## src/sv/rgbgd_pkg.sv

```systemverilog
`timescale 1ns / 1ps

package rgbgd_pkg;

    // Configuration register indexes
    localparam logic [1:0] CfgDirection     = 2'd0;
    localparam logic [1:0] CfgBytesPerPixel = 2'd1;

    // Direction codes
    localparam logic DirForward = 1'b0;
    localparam logic DirInverse = 1'b1;

    // Pixel size that adds the alpha channel
    localparam logic [2:0] SizeWithAlpha = 3'd4;

    // Byte positions within a pixel
    localparam logic [1:0] PosFirst = 2'd0;
    localparam logic [1:0] PosSecond = 2'd1;
    localparam logic [1:0] PosThird = 2'd2;
    localparam logic [1:0] PosAlpha = 2'd3;

    // One finished pixel: its transformed bytes in output order
    typedef struct packed {
        logic [3:0][7:0] bytes;
        logic            alpha;
    } t_pixel;

    // Queue status seen by front and back
    typedef struct packed {
        logic full;
        logic empty;
    } t_fifo_stat;

endpackage

```

## src/sv/rgbgd_front.sv

```systemverilog
`timescale 1ns / 1ps

module rgbgd_front (
    input  logic                i_clk,
    input  logic                i_rst_n,
    input  logic                i_in_valid,
    output logic                o_in_ready,
    input  logic [7:0]          i_data_byte,
    input  logic                i_cfg_valid,
    input  logic [1:0]          i_cfg_index,
    input  logic [2:0]          i_cfg_data,
    input  rgbgd_pkg::t_fifo_stat i_stat,
    output logic                o_push,
    output rgbgd_pkg::t_pixel   o_pixel
);

    logic       r_direction;
    logic [2:0] r_bytes_per_pixel;
    logic [1:0] r_pos;
    logic [7:0] r_prev_alpha;
    logic [7:0] r_store [3];

    logic       size4;
    logic       complete;
    logic       accept;
    logic [7:0] p0, p1, p2;
    logic [7:0] n_prev_alpha;
    logic [7:0] alpha_out;

    // Pixel size and completion test
    assign size4    = (r_bytes_per_pixel == rgbgd_pkg::SizeWithAlpha);
    assign complete = size4 ? (r_pos == rgbgd_pkg::PosAlpha) : (r_pos >= rgbgd_pkg::PosThird);

    // Bytes that do not complete a pixel never need queue space
    assign o_in_ready = !i_stat.full || !complete;
    assign accept     = i_in_valid && o_in_ready;

    // Current pixel bytes, the arriving byte bypassed in
    assign p0 = r_store[0];
    assign p1 = r_store[1];
    assign p2 = (r_pos == rgbgd_pkg::PosThird) ? i_data_byte : r_store[2];

    // Alpha channel: difference forward, running sum inverse
    always_comb begin
        if (r_direction == rgbgd_pkg::DirForward) begin
            alpha_out    = i_data_byte - r_prev_alpha;
            n_prev_alpha = i_data_byte;
        end else begin
            alpha_out    = r_prev_alpha + i_data_byte;
            n_prev_alpha = alpha_out;
        end
    end

    // Transformed pixel
    always_comb begin
        o_pixel.alpha = size4;
        if (r_direction == rgbgd_pkg::DirForward) begin
            o_pixel.bytes[0] = p1;
            o_pixel.bytes[1] = p1 - p2;
            o_pixel.bytes[2] = p1 - p0;
        end else begin
            o_pixel.bytes[0] = p0 - p2;
            o_pixel.bytes[1] = p0;
            o_pixel.bytes[2] = p0 - p1;
        end
        o_pixel.bytes[3] = alpha_out;
    end

    assign o_push = accept && complete;

    // Configuration registers
    always_ff @(posedge i_clk) begin
        if (!i_rst_n) begin
            r_direction       <= rgbgd_pkg::DirForward;
            r_bytes_per_pixel <= 3'd3;
        end else if (i_cfg_valid) begin
            unique case (i_cfg_index)
                rgbgd_pkg::CfgDirection:     r_direction       <= i_cfg_data[0];
                rgbgd_pkg::CfgBytesPerPixel: r_bytes_per_pixel <= i_cfg_data;
                default: ;
            endcase
        end
    end

    // Byte position and previous alpha
    always_ff @(posedge i_clk) begin
        if (!i_rst_n) begin
            r_pos        <= rgbgd_pkg::PosFirst;
            r_prev_alpha <= 8'd0;
        end else if (accept) begin
            if (complete) begin
                r_pos <= rgbgd_pkg::PosFirst;
                if (size4) begin
                    r_prev_alpha <= n_prev_alpha;
                end
            end else begin
                r_pos <= r_pos + 2'd1;
            end
        end
    end

    // Pixel store; the alpha position is not kept
    always_ff @(posedge i_clk) begin
        if (accept) begin
            unique case (r_pos)
                rgbgd_pkg::PosFirst:  r_store[0] <= i_data_byte;
                rgbgd_pkg::PosSecond: r_store[1] <= i_data_byte;
                rgbgd_pkg::PosThird:  r_store[2] <= i_data_byte;
                default: ;
            endcase
        end
    end

endmodule

```

## src/sv/rgbgd_fifo.sv

```systemverilog
`timescale 1ns / 1ps

module rgbgd_fifo (
    input  logic                  i_clk,
    input  logic                  i_rst_n,
    input  logic                  i_push,
    input  rgbgd_pkg::t_pixel     i_pixel,
    input  logic                  i_pop,
    output rgbgd_pkg::t_pixel     o_pixel,
    output rgbgd_pkg::t_fifo_stat o_stat
);

    rgbgd_pkg::t_pixel r_mem [2];
    logic              r_wr_ptr;
    logic              r_rd_ptr;
    logic [1:0]        r_count;

    assign o_stat.full  = (r_count == 2'd2);
    assign o_stat.empty = (r_count == 2'd0);
    assign o_pixel      = r_mem[r_rd_ptr];

    // Pointers and fill count
    always_ff @(posedge i_clk) begin
        if (!i_rst_n) begin
            r_wr_ptr <= 1'b0;
            r_rd_ptr <= 1'b0;
            r_count  <= 2'd0;
        end else begin
            if (i_push) begin
                r_wr_ptr <= !r_wr_ptr;
            end
            if (i_pop) begin
                r_rd_ptr <= !r_rd_ptr;
            end
            case ({i_push, i_pop})
                2'b10:   r_count <= r_count + 2'd1;
                2'b01:   r_count <= r_count - 2'd1;
                default: ;
            endcase
        end
    end

    // Entry storage
    always_ff @(posedge i_clk) begin
        if (i_push) begin
            r_mem[r_wr_ptr] <= i_pixel;
        end
    end

endmodule

```

## src/sv/rgbgd_back.sv

```systemverilog
`timescale 1ns / 1ps

module rgbgd_back (
    input  logic                  i_clk,
    input  logic                  i_rst_n,
    input  rgbgd_pkg::t_pixel     i_pixel,
    input  rgbgd_pkg::t_fifo_stat i_stat,
    output logic                  o_pop,
    output logic                  o_out_valid,
    input  logic                  i_out_ready,
    output logic [7:0]            o_out_byte,
    output logic                  o_pixel_end
);

    logic [1:0] r_idx;
    logic       last;
    logic       accept;

    // Serialise the head pixel one byte per item
    assign last        = i_pixel.alpha ? (r_idx == rgbgd_pkg::PosAlpha)
                                       : (r_idx == rgbgd_pkg::PosThird);
    assign o_out_valid = !i_stat.empty;
    assign o_out_byte  = i_pixel.bytes[r_idx];
    assign o_pixel_end = last;
    assign accept      = o_out_valid && i_out_ready;
    assign o_pop       = accept && last;

    always_ff @(posedge i_clk) begin
        if (!i_rst_n) begin
            r_idx <= rgbgd_pkg::PosFirst;
        end else if (accept) begin
            r_idx <= last ? rgbgd_pkg::PosFirst : r_idx + 2'd1;
        end
    end

endmodule

```

## src/sv/rgb_green_difference_transform.sv

```systemverilog
`timescale 1ns / 1ps

// Green-difference colour transform on a byte stream.
// Input channel (i_in_valid / o_in_ready) takes one pixel byte per item;
// pixels are B,G,R(,A) forward or G,G-R,G-B(,dA) inverse.
// Output channel (o_out_valid / i_out_ready) gives one transformed byte
// per item, o_pixel_end high on the last byte of a pixel.
// Configuration channel (i_cfg_valid / o_cfg_ready, always ready) writes
// index 0 direction and index 1 bytes per pixel; write only while idle.
// A completed pixel is registered into the pixel queue as its last byte
// is accepted; its first output byte is valid once it is at the queue head.
// Throughput: one input and one output byte per cycle sustained while the
// receiver is ready; the output side serialises a pixel at one byte per
// cycle from a two-entry pixel queue; the front takes bytes as it drains.
// When the receiver stalls the queue fills; bytes that do not complete a
// pixel are still taken, a completing byte waits for queue space.
// Reset empties the queue, clears byte position and previous alpha, and
// sets forward mode with 3-byte pixels.
module rgb_green_difference_transform (
    input  logic       i_clk,
    input  logic       i_rst_n,
    input  logic       i_in_valid,
    output logic       o_in_ready,
    input  logic [7:0] i_data_byte,
    output logic       o_out_valid,
    input  logic       i_out_ready,
    output logic [7:0] o_out_byte,
    output logic       o_pixel_end,
    input  logic       i_cfg_valid,
    output logic       o_cfg_ready,
    input  logic [1:0] i_cfg_index,
    input  logic [2:0] i_cfg_data
);

    rgbgd_pkg::t_pixel     push_pixel;
    rgbgd_pkg::t_pixel     head_pixel;
    rgbgd_pkg::t_fifo_stat stat;
    logic                  push;
    logic                  pop;

    assign o_cfg_ready = 1'b1;

    // Front: gather bytes, transform on completion
    rgbgd_front u_front (
        .i_clk       (i_clk),
        .i_rst_n     (i_rst_n),
        .i_in_valid  (i_in_valid),
        .o_in_ready  (o_in_ready),
        .i_data_byte (i_data_byte),
        .i_cfg_valid (i_cfg_valid),
        .i_cfg_index (i_cfg_index),
        .i_cfg_data  (i_cfg_data),
        .i_stat      (stat),
        .o_push      (push),
        .o_pixel     (push_pixel)
    );

    // Pixel queue
    rgbgd_fifo u_fifo (
        .i_clk   (i_clk),
        .i_rst_n (i_rst_n),
        .i_push  (push),
        .i_pixel (push_pixel),
        .i_pop   (pop),
        .o_pixel (head_pixel),
        .o_stat  (stat)
    );

    // Back: byte serialiser
    rgbgd_back u_back (
        .i_clk       (i_clk),
        .i_rst_n     (i_rst_n),
        .i_pixel     (head_pixel),
        .i_stat      (stat),
        .o_pop       (pop),
        .o_out_valid (o_out_valid),
        .i_out_ready (i_out_ready),
        .o_out_byte  (o_out_byte),
        .o_pixel_end (o_pixel_end)
    );

endmodule
```

## config.mk

```make
export PLATFORM = sky130hd
export DESIGN_NAME = rgb_green_difference_transform
export DESIGN_NICKNAME = d
export VERILOG_FILES = /design/src/sv/rgbgd_pkg.sv /design/src/sv/rgbgd_front.sv /design/src/sv/rgbgd_fifo.sv /design/src/sv/rgbgd_back.sv /design/src/sv/rgb_green_difference_transform.sv
export SDC_FILE = /design/constraint.sdc
export NUM_CORES = 1
export LEC_CHECK = 0
export BUFFER_PORTS_ARGS = -buffer_cell sky130_fd_sc_hd__buf_2
export CAP_MARGIN = 0
export CORE_ASPECT_RATIO = 1.25
export CORE_MARGIN = 2
export CORE_UTILIZATION = 40
export CTS_BUF_LIST = sky130_fd_sc_hd__clkbuf_8
export DETAILED_ROUTE_END_ITERATION = 7
export PLACE_DENSITY = 0.56
export SYNTH_ARGS = -nofsm -noshare
export SYNTH_HDL_FRONTEND = slang
export SYNTH_SLANG_ARGS = --single-unit
```

## constraint.sdc

```tcl
create_clock -name i_clk -period 3.1 [get_ports i_clk]
set_clock_uncertainty 0.1 [all_clocks]
set_input_delay 0.155 -clock i_clk [delete_from_list [all_inputs] [get_ports i_clk]]
set_output_delay 0.155 -clock i_clk [all_outputs]
set_load 0.1 [all_outputs]
```

==> impl_metrics.toml, run 1 <==
[power]
peakVddDrop_mv = 0.165
power_density_nw_per_um2 = 421
p_leak_uw = 0.00263

[worst_setup_path]
endpoint_kind = "register"
critPathTopFamily = "adder cells"
r2r_end = "u_fifo.r_mem[1][15]"
critPathBufInv = 2
crit_type = "reg -> reg"
worstReg2RegStart = "u_front.r_pos[0]"
critical_path_arrival_ns = 2.96
crit_path_max_incr_delay_ns = 0.36
cp-start-kind = "register"
reg2reg_slack_ns = 0.18
cpMaxStageDelayCell = "dfxtp_2"
required_ns = 3.14
cp_cell_sequence = "inv_1 -> ha_1 -> mux2_2 -> ha_1 -> inv_1 -> ha_1 -> a21o_1 -> maj3_2 -> o21a_1 -> or3_1 -> a31o_1"
cpMostUsedCell = "ha_1"
rr_worst_depth = 11
path_max_fanout = 5

[die]
io_pins = 30
num_rows = 52
dieArea_um2 = 17600
dieHeight_um = 148
start_util = 0.409
coreArea_um2 = 16200
die_x_um = 119

[sta]
max_freq_mhz = 343
timing.hold.ws_ns = 0.0198
max_slew_margin = 0.548
drv_slew = 0
period_needed_ns = 2.92
hold_viol = 0
period_share = 0.941
finalSetupTns_ns = 0
tightest_slew_ns = 0.674
finalSetupViolations = 0
rsz0062_at_grt = "false"

[placement]
portBuffers = 28
dp.final_hpwl_um = 9960
place_congestion = 0.809

[hold_path]
hold_depth = 1
hold_path.class = "in -> reg"
min_to = "u_front.r_store[0][15]"
min_from = "i_data_byte[7]"

[outcome]
status = "finished clean"

[yosys]
synth_cell_types = 62
synth_fp_nets = 635
synth_edf_count = 90
yosysMostFrequentCell = "edfxtp_1"
yosysTopAreaCell = "edfxtp_1"
synth_area_leaders = "edfxtp_1 (41%), ha_1 (7.5%), dfxtp_1 (6.3%)"
yosysSeqAreaShare = 0.471
synthArstFlopShare = 0
ys_warn_count = 0
synthFlopType = "edfxtp_1"
synth.top_cell.area_share = 0.408
yosys-top-cells-count = "edfxtp_1 (90), inv_1 (44), ha_1 (40)"
ys_seq_elements = 111
synth_area_per_cell_um2 = 11.6
syn-instance-count = 573
synthesis.area_um2 = 6630

[routing]
ant_nets = 0
drt_wl_total_um = 13200
vias = 4341
vias_per_cell = 5.21
dr.pass1.iters = 4
post_drt_wl_per_cell_um = 15.8
drt-initial-drc-count = 174
drc = 0

[clocking]
clockBufferDepth = 2
clk_pin_slew_worst_paths_ns = 0.10
cts_tree = "yes"
htree_levels = 3
cts.sinks = 111
post_cts_buffers = 0
numCtsBuffers = 9
clkLatencyLatePin_ns = 0.38
root_buffer = "clkbuf_8"

[grt]
gr-total-overflow = 0
antenna_found_initial = 0
track_usage = 0.160
grt_first_pass_wirelength_um = 22000
first_global_vias = 4478
grt_max_degree = 35

[final_layout]
syn2layout_area_growth_pct = 11.0
final_layout_size_suffix_gt1_frac = 0.176
regArea_um2 = 3130
n_antenna_cell = 0
fillCellCount = 1522
multiInputGateArea_um2 = 3240
num-nets-final = 675

[flow_run]
cap_viol_max_count = 0
[logic make-up (layout without fill, tap and decap cells)]
| group | Yosys count | in the layout | synth area share |
|---|---|---|---|
| compound gates | 119 | 119 | 0.120 |
| other cells | 1 | 1 | 0.000565 |
| xor+xnor | 41 | 41 | 0.0542 |
| fa+ha+maj | 48 | 48 | 0.0938 |
| simple gates | 131 | 131 | 0.103 |
| buf+inv | 69 | 114 | 0.0409 |
| flops | 111 | 111 | 0.471 |
| mux | 53 | 53 | 0.117 |
[worst max path at each step]
stage                          start                   to  slack, ns  cells past startpoint
CTS                 u_front.r_pos[0]  u_fifo.r_mem[0][15]       0.13                     11
detailed placement  u_front.r_pos[0]  u_fifo.r_mem[0][15]       0.16                     11
floorplan           u_front.r_pos[0]   u_fifo.r_mem[1][0]      0.004                      7
finish              u_front.r_pos[0]  u_fifo.r_mem[1][15]       0.18                     11
global route        u_front.r_pos[0]  u_fifo.r_mem[1][15]       0.02                     10
global placement    u_front.r_pos[0]  u_fifo.r_mem[1][15]       0.22                     11
[routing by layer]
metal	track usage	vias up	part of all wire
met3	0.0231	19	0.026
met2	0.288	51	0.52
met1	0.191	2101	0.43
li1	-	2170	-
met5	0	-	0
met4	0.0702	0	0.024
[repair_timing]
| action | 4_1_cts | 5_1_grt |
|---|---|---|
| endpoints found under the setup margin | 0 | 2 |
| hold buffers | 13 | 0 |
| endpoints found under the hold margin | 26 | 0 |
| resized for setup | 0 | 1 |
[final cells by class]
type / instances / share of cell area
Clock buffer: 10 / 0.0187
Clock inverter: 6 / 0.00493
Inverter: 44 / 0.0224
Multi-Input combinational cell: 393 / 0.441
Sequential cell: 111 / 0.425
Tap cell: 216 / 0.0367
Timing Repair Buffer: 54 / 0.0517
[sequential cells by signal, summed over array words and instances (netlist names), named ones only]
signal,flops
u_front.r_direction,1
u_front.r_store,24
u_fifo.r_mem,66
u_front.r_prev_alpha,8
u_fifo.r_rd_ptr,1
u_fifo.r_count,2
u_back.r_idx,2
u_front.r_bytes_per_pixel,3
u_front.r_pos,2
u_fifo.r_wr_ptr,1
[layout by cell type, fill, tap and decap left out, types with 5 or more instances in the layout]
cell,instances
edfxtp_1,90
inv_1,45
ha_1,40
xnor2_1,31
nor2_1,30
o21ai_0,29
buf_2,28
nand2_1,26
a21oi_1,26
dfxtp_1,19
mux2i_1,17
nor2b_1,16
mux4_2,16
mux2_2,16
dlygate4sd3_1,13
buf_4,12
o21a_1,11
xor2_1,10
and2_1,10
clkbuf_8,10
nor3_1,9
nand3_1,7
a211oi_1,7
a21boi_0,6
a31oi_1,5
o31ai_1,5
and3_1,5
[worst register-to-register path: cells and delay by family, from the launching register on]
kind	cells	cell delay, ns
adders and majority gates	4	0.87
buffers and inverters	2	0.15
DFF	1	0.36
AOI/OAI and AO/OA	3	0.61
and+or+nand+nor	1	0.34
muxes	1	0.24
[report_power, final]
group | internal [uW] | leakage [uW] | switching, uW | total, uW
registers | 1690 | 0.000986 | 35.2 | 1730
logic | 227 | 0.00155 | 350 | 577
clock network | 312 | 0.0000976 | 485 | 797
[stage by stage]
step | cells | total power, uW | setup WS [ns] | utilization | instance area, um2
2_1_floorplan | 573 | 2180 | 0.00442 | - | 6640
3_3_place_gp | 805 | 2320 | 0.219 | 0.435 | 7050
3_5_place_dp | 805 | 2330 | 0.162 | 0.435 | 7050
4_1_cts | 834 | 3140 | 0.134 | 0.454 | 7360
5_1_grt | 834 | 3270 | 0.0213 | 0.454 | 7360
6_report | 834 | 3100 | 0.181 | 0.454 | 7360
(Power assumes the default switching activity.)
==> run 2: changes to the inputs <==
--- a/config.mk
+++ b/config.mk
@@ -5,14 +5,15 @@
 export SDC_FILE = /design/constraint.sdc
 export NUM_CORES = 1
 export LEC_CHECK = 0
+export ABC_AREA = 1
 export BUFFER_PORTS_ARGS = -buffer_cell sky130_fd_sc_hd__buf_2
 export CAP_MARGIN = 0
 export CORE_ASPECT_RATIO = 1.25
 export CORE_MARGIN = 2
-export CORE_UTILIZATION = 40
+export CORE_UTILIZATION = 50
 export CTS_BUF_LIST = sky130_fd_sc_hd__clkbuf_8
 export DETAILED_ROUTE_END_ITERATION = 7
-export PLACE_DENSITY = 0.56
+export PLACE_DENSITY = 0.67
 export SYNTH_ARGS = -nofsm -noshare
 export SYNTH_HDL_FRONTEND = slang
 export SYNTH_SLANG_ARGS = --single-unit
==> run 2 against run 1 <==
Compared with the run above:
- worst hold slack better by 0.029 ns
- area after synthesis is 1.5% higher
- largest cell class is now registers
- largest power group unchanged
- global-route usage is 6.5 points higher
- final cell count is 21% higher
- critical path type unchanged
- routed wire length is 19% higher
==> impl_metrics.toml, run 2 <==
[sta]
period_needed_ns = 2.63
tightest_slew_ns = 0.701
drv_slew = 0
rsz0062_at_grt = "false"
max_freq_mhz = 380
finalSetupTns_ns = 0
period_share = 0.848
hold_viol = 0
finalSetupViolations = 0
worst_slack_ns = 0.470
max_slew_margin = 0.529

[yosys]
synth_cell_types = 44
synthFlopType = "edfxtp_1"
yosys-top-cells-count = "nand2_1 (158), edfxtp_1 (90), inv_1 (90)"
synthArstFlopShare = 0
ys_seq_elements = 111
synth_area_leaders = "edfxtp_1 (40%), nand2_1 (8.8%), ha_1 (7.4%)"
synth.top_cell.area_share = 0.401
syn-instance-count = 785
synth_fp_nets = 847
synth_area_per_cell_um2 = 8.58
synth_edf_count = 90
ys_warn_count = 0
synthesis.area_um2 = 6730
yosysSeqAreaShare = 0.464
yosysTopAreaCell = "edfxtp_1"
yosysMostFrequentCell = "nand2_1"

[routing]
ant_nets = 0
drt-initial-drc-count = 420
dr.pass1.iters = 5
post_drt_wl_per_cell_um = 15.6
drc = 0
dr_wl_met3_um = 674
vias_per_cell = 5.39
wl_met1_um = 6320
wl_met2_um = 8160
drt_wl_total_um = 15600
vias = 5412
maxUsedRoutingLayer = "met4"

[worst_setup_path]
cp-start-kind = "register"
reg2reg_slack_ns = 0.47
required_ns = 3.15
worstReg2RegStart = "u_front.r_pos[0]"
r2r_end = "u_fifo.r_mem[0][7]"
path_max_fanout = 9
endpoint_kind = "register"
critical_path_arrival_ns = 2.68
rr_worst_depth = 15
crit_type = "reg -> reg"

[hold_path]
min_to = "u_front.r_prev_alpha[7]"
min_from = "i_rst_n"
hold_depth = 3
hold_path.class = "in -> reg"

[final_layout]
largest_reg_flops = 66
top_register = "u_fifo.r_mem"
final_core_util = 0.565
syn2layout_area_growth_pct = 10.5
fin_area_um2 = 7440
n_antenna_cell = 0
final_layout_size_suffix_gt1_frac = 0.118
final_common_cell = "nand2_1"
top_regs = "u_fifo.r_mem (66), u_front.r_store (24), u_front.r_prev_alpha (8)"
most-common-layout-cells = "nand2_1 (158), inv_1 (90), edfxtp_1 (90)"
num-nets-final = 891

[clocking]
numCtsBuffers = 9
cts_resized = 0
clkLatencyLatePin_ns = 0.40
root_buffer = "clkbuf_8"
htree_levels = 3
cts.sinks = 111
clk_pin_slew_worst_paths_ns = 0.13
cts_tree = "yes"
clockBufferDepth = 2

[power]
power_density_nw_per_um2 = 440
peakVddDrop_mv = 0.232
total_power_uw = 3280
p_leak_uw = 0.00324

[die]
dieHeight_um = 134
coreArea_um2 = 13200
dieArea_um2 = 14400
num_rows = 47
start_util = 0.511
io_pins = 30
die_x_um = 108

[grt]
antenna_found_initial = 0
gr-total-overflow = 0
first_global_vias = 5354
track_usage = 0.226
grt_first_pass_wirelength_um = 25400
grt_max_degree = 36

[placement]
pre_cts_slack_ns = 0.508
post_dp_cell_area_um2 = 7050
place_congestion = 0.979
dp.final_hpwl_um = 11900
portBuffers = 28

[flow_run]
cap_viol_max_count = 0

[outcome]
status = "finished clean"
## run 2: cell count changes after synthesis, sizes merged, moves of 16 or more
cell and delta:
nand2 +147, nand3 +65, nor2b -17, o21ai +47, mux2i -18, mux2 -16, xnor2 -23, nor2 +62
mux4 -16, inv +53
## run 2: how the worst max path moves through the flow
| stage | start | to | slack (ns) | cells past startpoint |
|---|---|---|---|---|
| after CTS | u_front.r_pos[0] | u_fifo.r_mem[1][7] | 0.47 | 15 |
| after global placement | u_front.r_pos[0] | u_fifo.r_mem[0][16] | 0.59 | 11 |
| after global routing | u_front.r_pos[0] | u_fifo.r_mem[0][7] | 0.26 | 15 |
| after floorplan | u_front.r_pos[0] | u_fifo.r_mem[1][0] | 0.19 | 10 |
| final | u_front.r_pos[0] | u_fifo.r_mem[0][7] | 0.47 | 15 |
| after detailed placement | u_front.r_pos[0] | u_fifo.r_mem[0][7] | 0.51 | 15 |
## run 2: cell families (layout without fill, tap and decap cells)
family,Yosys count,in the layout,share of synthesized area
buffers and inverters,121,170,0.0753
other,1,1,0.000557
flip-flops,111,111,0.464
AO/OA/AOI/OAI,140,140,0.117
XOR/XNOR,16,16,0.0208
AND/OR/NAND/NOR,349,349,0.231
multiplexers,3,3,0.00446
adder cells (fa/ha/maj),44,44,0.0862
## run 2: critical path, cell delays in order, from the launching register on
cell     delay [ns]
dfxtp_1        0.37
inv_1          0.13
ha_1           0.35
inv_8          0.09
o21ai_0        0.26
ha_1           0.20
inv_1          0.06
ha_1           0.20
inv_1          0.08
nand2_1        0.08
nand3_1        0.11
nand2_1        0.08
nand3_1        0.07
nand3_1        0.07
nand3_1        0.08
nand2_1        0.07
## run 2: through the flow
stage          hold WS, ns  cells
2_1_floorplan        0.154    785
3_3_place_gp         0.272    970
3_5_place_dp         0.280    970
4_1_cts             0.0300   1005
5_1_grt             0.0533   1005
6_report            0.0490   1005
## run 2: layout make-up
cell class              instances  area, um2
clock buffers                   9        124
clock inverters                 7       81.3
fillers                      1198       5730
inverters                      97        372
multi-input cells             553       3110
flip-flops and latches        111       3120
well taps                     171        214
repair buffers                 57        418
## run 2: per-layer routing
layer,vias up,global-route usage
li1,2694,-
met1,2541,0.267
met2,141,0.408
met3,36,0.0333
met4,0,0.0883
met5,-,0
## run 2: timing repair
action / in CTS / in global routing
setup endpoints to repair: 0 / 0
endpoints found under the hold margin: 29 / 0
setup buffers: 0 / 0
hold buffers: 19 / 0
## run 2: power by group
part           internal, uW  total [uW]  switching [uW]
Clock                   329         888             560
Sequential             1690        1720            31.5
Combinational           210         665             455
Total                  2230        3280            1050
==> run 3: changes to the inputs <==
--- a/config.mk
+++ b/config.mk
@@ -13,7 +13,7 @@
 export CORE_UTILIZATION = 50
 export CTS_BUF_LIST = sky130_fd_sc_hd__clkbuf_8
 export DETAILED_ROUTE_END_ITERATION = 7
-export PLACE_DENSITY = 0.67
+export PLACE_DENSITY = 0.65
 export SYNTH_ARGS = -nofsm -noshare
 export SYNTH_HDL_FRONTEND = slang
 export SYNTH_SLANG_ARGS = --single-unit
==> constraint.sdc (replaced) <==
create_clock -name i_clk -period 2.45 [get_ports i_clk]
set_clock_uncertainty 0.1 [all_clocks]
set_input_delay 0.1225 -clock i_clk [delete_from_list [all_inputs] [get_ports i_clk]]
set_output_delay 0.1225 -clock i_clk [all_outputs]
set_load 0.1 [all_outputs]
==> run 3 against run 2 <==
Compared with the run above:
- setup slack worse by 0.37 ns
- sequential power rose by 27%
- die area unchanged
- total power increased by 27%
- core utilization up 1.9 points
- sequential share of layout area is 1.3 points lower
- critical path depth decreased by 4
- routed wire length increased by 3.6%
- final cell count rose by 0.70%
- critical path type unchanged
- critical endpoint is now u_fifo.r_mem[0][4]
- highest routed layer unchanged
==> impl_metrics.toml, run 3 (same netlist as run 2, synthesis figures left out) <==
[outcome]
status = "finished clean"

[clocking]
clk_pin_slew_worst_paths_ns = 0.12
cts.sinks = 111
post_cts_buffers = 0
root_buffer = "clkbuf_8"
clockBufferDepth = 2
numCtsBuffers = 9
cts_tree = "yes"
htree_levels = 3
clkLatencyLatePin_ns = 0.38

[routing]
vias_per_cell = 5.35
drc = 0
dr.pass1.iters = 4
vias = 5418
drt-initial-drc-count = 278
drt_wl_total_um = 16200
post_drt_wl_per_cell_um = 16.0
ant_nets = 0

[worst_setup_path]
cp-start-kind = "register"
crit_end = "u_fifo.r_mem[0][4]"
reg2reg_slack_ns = 0.1
worstReg2RegStart = "u_front.r_pos[0]"
endpoint_kind = "register"
crit_path_start = "u_front.r_pos[0]"
path_max_fanout = 7
critical_path_arrival_ns = 2.37
required_ns = 2.47
crit_type = "reg -> reg"
rr_worst_depth = 11
r2r_end = "u_fifo.r_mem[0][4]"

[power]
total_power_uw = 4160
peakVddDrop_mv = 0.285
p_leak_uw = 0.00328
power_density_nw_per_um2 = 540

[final_layout]
largest_reg_flops = 66
fin_cells = 1012
num-nets-final = 898
fillCellCount = 1194
syn2layout_area_growth_pct = 14.3
top_regs = "u_fifo.r_mem (66), u_front.r_store (24), u_front.r_prev_alpha (8)"
n_antenna_cell = 0
final_layout_size_suffix_gt1_frac = 0.152
final_common_cell = "nand2_1"
most-common-layout-cells = "nand2_1 (156), edfxtp_1 (90), nor2_1 (88)"
top_register = "u_fifo.r_mem"
final_core_util = 0.584

[die]
io_pins = 30
dieArea_um2 = 14400
num_rows = 47
die_x_um = 108
start_util = 0.511
coreArea_um2 = 13200
dieHeight_um = 134

[grt]
antenna_found_initial = 0
grt_max_degree = 36
track_usage = 0.232
grt_first_pass_wirelength_um = 25800
gr-total-overflow = 0
first_global_vias = 5284

[sta]
finalSetupViolations = 0
max_slew_margin = 0.552
drv_slew = 0
period_share = 0.961
tightest_slew_ns = 0.671
finalSetupTns_ns = 0
hold_viol = 0
period_needed_ns = 2.35
max_freq_mhz = 425

[hold_path]
hold_path.class = "in -> reg"
hold_depth = 3

[flow_run]
cap_viol_max_count = 0

[placement]
place_congestion = 0.989
dp.final_hpwl_um = 12400
numPlacedInstances = 976
portBuffers = 28
[run 3: area by class of cell]
type | count | area [um2] | area share
sequential | 111 | 3130 | 0.406
tap | 171 | 214 | 0.0278
inverter | 97 | 382 | 0.0496
multi-input combinational | 553 | 3240 | 0.421
timing repair buffer | 64 | 534 | 0.0694
clock buffer | 9 | 124 | 0.0161
clock inverter | 7 | 77.6 | 0.0101
[run 3: worst min-delay path by stage]
| stage | startpoint | endpoint | slack [ns] |
|---|---|---|---|
| after floorplan | i_data_byte[0] | u_front.r_store[0][0] | 0.12 |
| after global placement | i_cfg_data[1] | u_front.r_bytes_per_pixel[1] | 0.24 |
| after detailed placement | i_cfg_data[1] | u_front.r_bytes_per_pixel[1] | 0.25 |
| after CTS | i_rst_n | u_front.r_prev_alpha[4] | 0.01 |
| after global routing | i_rst_n | u_front.r_prev_alpha[4] | 0.05 |
| final | i_rst_n | u_front.r_prev_alpha[4] | 0.02 |
[run 3: routing by layer]
layer | vias to the layer above | GRT usage | wire length [um]
met5 | - | 0 | 0
met4 | 0 | 0.0869 | 476
met3 | 36 | 0.0333 | 507
met2 | 126 | 0.410 | 8330
met1 | 2538 | 0.284 | 6900
li1 | 2718 | - | -
[run 3: timing repair]
action | in CTS | in global routing
endpoints found under the hold margin | 31 | 0
hold buffers | 20 | 0
endpoints found under the setup margin | 5 | 15
resized for setup | 4 | 19
[run 3: critical path, stage by stage, from the launching register on]
cell      delay (ns)
dfxtp_2         0.36
inv_2           0.10
ha_4            0.20
inv_8           0.04
buf_4           0.18
nand2_4         0.07
nand3_2         0.12
nand2_1         0.12
inv_2           0.05
a21boi_4        0.21
xor2_1          0.09
o21ai_0         0.44
[run 3: through the flow]
stage	setup slack (ns)	area, um2	hold WS, ns
6_report	0.0954	7700	0.0201
5_1_grt	-0.000195	7700	0.0468
4_1_cts	0.0283	7640	0.00966
3_5_place_dp	0.0640	7230	0.252
3_3_place_gp	0.154	7230	0.240
2_1_floorplan	-0.0923	6840	0.121
[run 3: report_power, final]
| part | internal, uW | total [uW] | switching, uW |
|---|---|---|---|
| registers | 2140 | 2180 | 42.3 |
| logic | 296 | 897 | 601 |
| clock network | 401 | 1080 | 676 |
